[src/rtl/iprl_pkg.sv]
package iprl_pkg;

	// store sizes
	localparam int unsigned FIRST_INDEX_DEPTH = 256;
	localparam int unsigned MAIN_INDEX_DEPTH  = 4096;
	localparam int unsigned BLOCK_DEPTH       = 65536;

	// field widths
	localparam int unsigned ADDR_W  = 32;
	localparam int unsigned WORD_W  = 32;
	localparam int unsigned LOW_W   = 24;
	localparam int unsigned ID_W    = 24;
	localparam int unsigned SLOT_W  = 16;
	localparam int unsigned RNG_W   = 16;
	localparam int unsigned CNT_W   = 17;
	localparam int unsigned FIL_W   = 8;
	localparam int unsigned MIL_W   = 13;
	localparam int unsigned CIDX_W  = 8;
	localparam int unsigned CDATA_W = 32;
	localparam int unsigned PART_W  = 32;
	localparam int unsigned BND_W   = PART_W + 1 + RNG_W;

	// reserved first bytes and search span
	localparam logic [7:0] PRIVATE_NET  = 8'd10;
	localparam logic [7:0] LOOPBACK_NET = 8'd127;
	localparam int unsigned SCAN_SPAN   = 8;

	// request kinds
	typedef enum logic [1:0] {
		REQ_LOOKUP = 2'd0,
		REQ_WR_FIRST = 2'd1,
		REQ_WR_MAIN = 2'd2,
		REQ_WR_BLOCK = 2'd3
	} req_t;

	// configuration register indexes
	localparam logic [CIDX_W-1:0] REG_RANGE_SIZE      = 8'd0;
	localparam logic [CIDX_W-1:0] REG_DB_ITEM_COUNT   = 8'd1;
	localparam logic [CIDX_W-1:0] REG_FIRST_INDEX_LEN = 8'd2;
	localparam logic [CIDX_W-1:0] REG_MAIN_INDEX_LEN  = 8'd3;

	// divider request and response
	typedef struct packed {
		logic              start;
		logic [WORD_W-1:0] num;
		logic [RNG_W-1:0]  den;
	} div_req_t;

	typedef struct packed {
		logic              done;
		logic [WORD_W-1:0] quot;
	} div_rsp_t;

	// sequencer states
	typedef enum logic [19:0] {
		ST_IDLE = 20'h00001,
		ST_FI0  = 20'h00002,
		ST_FI1  = 20'h00004,
		ST_FI2  = 20'h00008,
		ST_DLO  = 20'h00010,
		ST_DHI  = 20'h00020,
		ST_PB   = 20'h00040,
		ST_PBW  = 20'h00080,
		ST_PS   = 20'h00100,
		ST_PSW  = 20'h00200,
		ST_MUL0 = 20'h00400,
		ST_MUL1 = 20'h00800,
		ST_CLP1 = 20'h01000,
		ST_CLP2 = 20'h02000,
		ST_BB   = 20'h04000,
		ST_BBW  = 20'h08000,
		ST_BS   = 20'h10000,
		ST_BSW  = 20'h20000,
		ST_RID  = 20'h40000,
		ST_RIDW = 20'h80000
	} state_t;

endpackage

[src/rtl/iprl_div.sv]
module iprl_div (
	input  logic               clk,
	input  logic               arst_n,
	input  iprl_pkg::div_req_t req,
	output iprl_pkg::div_rsp_t rsp
);

	localparam int unsigned NW = iprl_pkg::WORD_W;
	localparam int unsigned DW = iprl_pkg::RNG_W;
	localparam int unsigned CW = $clog2(NW + 1);

	logic [NW-1:0] quot_q;
	logic [DW:0]   rem_q;
	logic [CW-1:0] cnt_q;
	logic          busy_q;
	logic          done_q;
	logic [DW:0]   rem_sh;
	logic          fits;

	// restoring division, one quotient bit a cycle
	assign rem_sh = {rem_q[DW-1:0], quot_q[NW-1]};
	assign fits   = rem_sh >= {1'b0, req.den};

	always_ff @(posedge clk or negedge arst_n) begin
		if (!arst_n) begin
			busy_q <= 1'b0;
			done_q <= 1'b0;
			cnt_q  <= '0;
		end else begin
			done_q <= 1'b0;
			if (req.start) begin
				busy_q <= 1'b1;
				cnt_q  <= CW'(NW);
			end else if (busy_q) begin
				cnt_q <= cnt_q - 1'b1;
				if (cnt_q == CW'(1)) begin
					busy_q <= 1'b0;
					done_q <= 1'b1;
				end
			end
		end
	end

	// datapath
	always_ff @(posedge clk) begin
		if (req.start) begin
			quot_q <= req.num;
			rem_q  <= '0;
		end else if (busy_q) begin
			rem_q  <= fits ? (rem_sh - {1'b0, req.den}) : rem_sh;
			quot_q <= {quot_q[NW-2:0], fits};
		end
	end

	assign rsp.done = done_q;
	assign rsp.quot = quot_q;

endmodule

[config.mk]
export PLATFORM = sky130hd
export DESIGN_NAME = iprl_div
export DESIGN_NICKNAME = d
export VERILOG_FILES = /design/src/rtl/iprl_pkg.sv /design/src/rtl/iprl_div.sv
export SDC_FILE = /design/constraint.sdc
export NUM_CORES = 1
export LEC_CHECK = 0
export BUFFER_PORTS_ARGS = -buffer_cell sky130_fd_sc_hd__buf_2
export CELL_PAD_IN_SITES_DETAIL_PLACEMENT = 1
export CELL_PAD_IN_SITES_GLOBAL_PLACEMENT = 1
export CORE_UTILIZATION = 41
export CTS_BUF_LIST = sky130_fd_sc_hd__clkbuf_4 sky130_fd_sc_hd__clkbuf_8 sky130_fd_sc_hd__clkbuf_16
export CTS_CLUSTER_SIZE = 20
export DETAILED_ROUTE_END_ITERATION = 10
export GPL_ROUTABILITY_DRIVEN = 0
export PLACE_DENSITY_LB_ADDON = 0.25
export SLEW_MARGIN = 5
export SYNTH_ARGS = -nofsm -noshare
export SYNTH_HDL_FRONTEND = slang
export SYNTH_SLANG_ARGS = --single-unit
[constraint.sdc]
create_clock -name clk -period 3.12 [get_ports clk]
set_input_delay 0.624 -clock clk [delete_from_list [all_inputs] [get_ports clk]]
set_output_delay 0.624 -clock clk [all_outputs]
set_load 0.03 [all_outputs]
==> impl_metrics.yaml <==
run_status:
  outcome: "completed"
critical_path:
  worst_setup_path_start_kind: "register"
  critPathCapture: "rem_q[10]"
  cp-startpoint: "quot_q[31]"
  cp_slowest_cell: "o31ai_1"
  worst-path-max-fanout: 5
  reg2reg_depth: 10
  cp_data_required_time_ps: 3340
  regToRegEndpoint: "rem_q[10]"
  crit_path_max_incr_delay_ps: 600
  critPathArrivalTime_ps: 2730
  cp-end-kind: "register"
  r2r_start: "quot_q[31]"
  path_class: "reg2reg"
  reg2reg_slack_ps: 610
  crit_chain: "inv_1 -> ha_1 -> fa_1 -> nor2b_1 -> o31ai_1 -> nand2_1 -> a41oi_1 -> xnor2_1 -> mux2i_1 -> o21ai_1"
synthesis:
  synth-seq-cells: 56
  synth-seq-area-share: 0.451
  ys_types: 52
  synth_enable_flop_cells: 32
  syn_inst: 304
  syn_avg_cell_area_um2: 10.8
  yosys_warnings: 0
  ys_async_sr_fraction: 0.143
  syn_area_um2: 3290
  synth_ff_type: "edfxtp_1"
  syn_nets: 374
cts:
  cts_hold_buf: 0
  clock-sinks: 56
  clock_latency_ps: 320
  post_cts_buffers: 0
  cts_tree: "yes"
  htree_levels: 2
  numCtsBuffers: 5
  ctsResizeCount: 0
  cts_max_path_buffers: 2
  clock-root-buffer: "clkbuf_8"
  path_clk_slew_ps: 120
timing:
  worst_slack_ps: 605
  tightest_slew_ps: 732
  fmax_mhz: 398
  drv_slew: 0
  hold_viol: 0
  setup_tns_ps: 0
  setup_violations: 0
  skew_ps: 12.0
  grt_setup_unrepaired: "no"
  post-route-period-util: 0.806
  layout_min_cycle_time_ps: 2510
  slew_headroom: 0.508
global_route:
  grt_pass1_wl_um: 12400
  grt_start_max_net_pins: 33
  first_global_vias: 2665
  overflow: 0
  grt.total_usage: 0.184
  grt_antenna_before_repair: 0
drt:
  first_pass_iters: 4
  remaining_drc_errors: 0
  via_per_inst: 5.22
  drtIter0Drc: 91
  routed_wl_um: 7370
  ant_nets: 0
  vias: 2555
  wl_per_cell_um: 15.1
final_layout:
  final_common_cell: "buf_2"
  area_delta_synth_final_pct: 19.0
  fin_area_um2: 3910
  diodes: 0
  final_cells: 489
  final_cell_mix: "83 x buf_2, 33 x mux2_2, 32 x edfxtp_1"
  drive_gt1_frac: 0.364
  final_nets: 456
die:
  dieArea_um2: 8380
  num_rows: 32
  num_io_pins: 84
  die_w_um: 91.5
  start_util: 0.425
  die_y_um: 91.5
  design.core.area_um2: 7730
hold_path:
  min_path_type: "in2async"
placement:
  place_worst_setup_slack_ps: 325
  io_buffer_count: 83
  hpwl_um: 5590
  dp_cells: 481
  placed_cell_area_um2: 3810
pwr:
  p_total_mw: 3.08
  p_leak_nw: 1.71
  p_per_area_nw_per_um2: 788
  ir_drop_mv: 0.333
run:
  cap_viol_max_count: 0
sequential cells by signal, summed over array words and instances, names as in the netlist:
signal,flops
busy_q,1
cnt_q,6
done_q,1
quot_q,32
rem_q,16
final cells by class:
| class | instances | area, µm² |
|---|---|---|
| fill | 892 | 3820 |
| multi-input combinational | 210 | 1640 |
| timing repair buffer | 89 | 473 |
| clock inverter | 3 | 28.8 |
| inverter | 24 | 90.1 |
| tap | 102 | 128 |
| sequential | 56 | 1480 |
| clock buffer | 5 | 68.8 |
layer usage:
metal	GRT usage	vias to the layer above	routed length [µm]	share of wire
li1	-	1262	-	-
met1	0.228	1246	3270	0.44
met2	0.328	43	3810	0.52
met3	0.0343	4	234	0.032
met4	0.0450	0	59	0.0080
met5	0	-	0	0
logic make-up (layout without fill, tap and decap cells):
logic type / Yosys count / in the layout / share of synthesized area
compound gates: 67 / 67 / 0.142
xor+xnor: 16 / 16 / 0.0426
fa+ha+maj: 19 / 19 / 0.0746
buf+inv: 38 / 121 / 0.0499
flops: 56 / 56 / 0.451
mux: 44 / 44 / 0.148
simple gates: 64 / 64 / 0.0925
worst max-delay path: cells and delay by family (launching register included):
kind,cells,cell delay (ps)
buf+inv,1,90
fa+ha+maj,2,430
simple gates,2,250
mux,1,160
xor+xnor,1,110
compound gates,3,980
flops,1,400
through the flow:
stage,hold slack [ps],utilization
after floorplan,328,-
after global placement,467,0.494
after detailed placement,477,0.494
after CTS,112,0.506
after global routing,113,0.506
final,117,0.506
how the worst min path moves through the flow:
stage	start	end	slack, ps	cells past startpoint
final	arst_n	cnt_q[0]	120	1
after detailed placement	arst_n	cnt_q[0]	480	1
after global placement	arst_n	cnt_q[0]	470	1
after floorplan	arst_n	busy_q	330	0
after CTS	arst_n	cnt_q[0]	110	1
after global routing	arst_n	cnt_q[2]	110	1
Yosys cell counts (2+ instances only):
cell type / n / area share
a311oi_1: 2 / 0.0053
o21ai_0: 11 / 0.017
mux2i_1: 10 / 0.030
ha_1: 18 / 0.069
inv_1: 24 / 0.027
xnor2_1: 13 / 0.035
nand2b_1: 5 / 0.0095
a21o_1: 4 / 0.0091
o21a_1: 3 / 0.0069
nand3_1: 7 / 0.011
dfxtp_1: 16 / 0.097
a211oi_1: 10 / 0.023
nor3_1: 3 / 0.0046
o21ai_1: 2 / 0.0030
nor2_1: 23 / 0.026
xor2_1: 3 / 0.0080
a21oi_2: 2 / 0.0053
buf_6: 2 / 0.0069
a21oi_1: 15 / 0.023
dfrtp_1: 8 / 0.061
o22ai_1: 2 / 0.0038
buf_2: 2 / 0.0030
mux2_2: 33 / 0.11
and2_1: 3 / 0.0057
nand2_1: 15 / 0.017
o211ai_1: 4 / 0.0091
edfxtp_1: 32 / 0.29
clkbuf_1: 8 / 0.0091
where the power goes:
part           internal, mW  switching, mW  total, mW
sequential            0.983          0.134       1.12
combinational         0.673          0.843       1.52
clock                 0.171          0.278      0.448
Power figures use the tool's default switching activity.
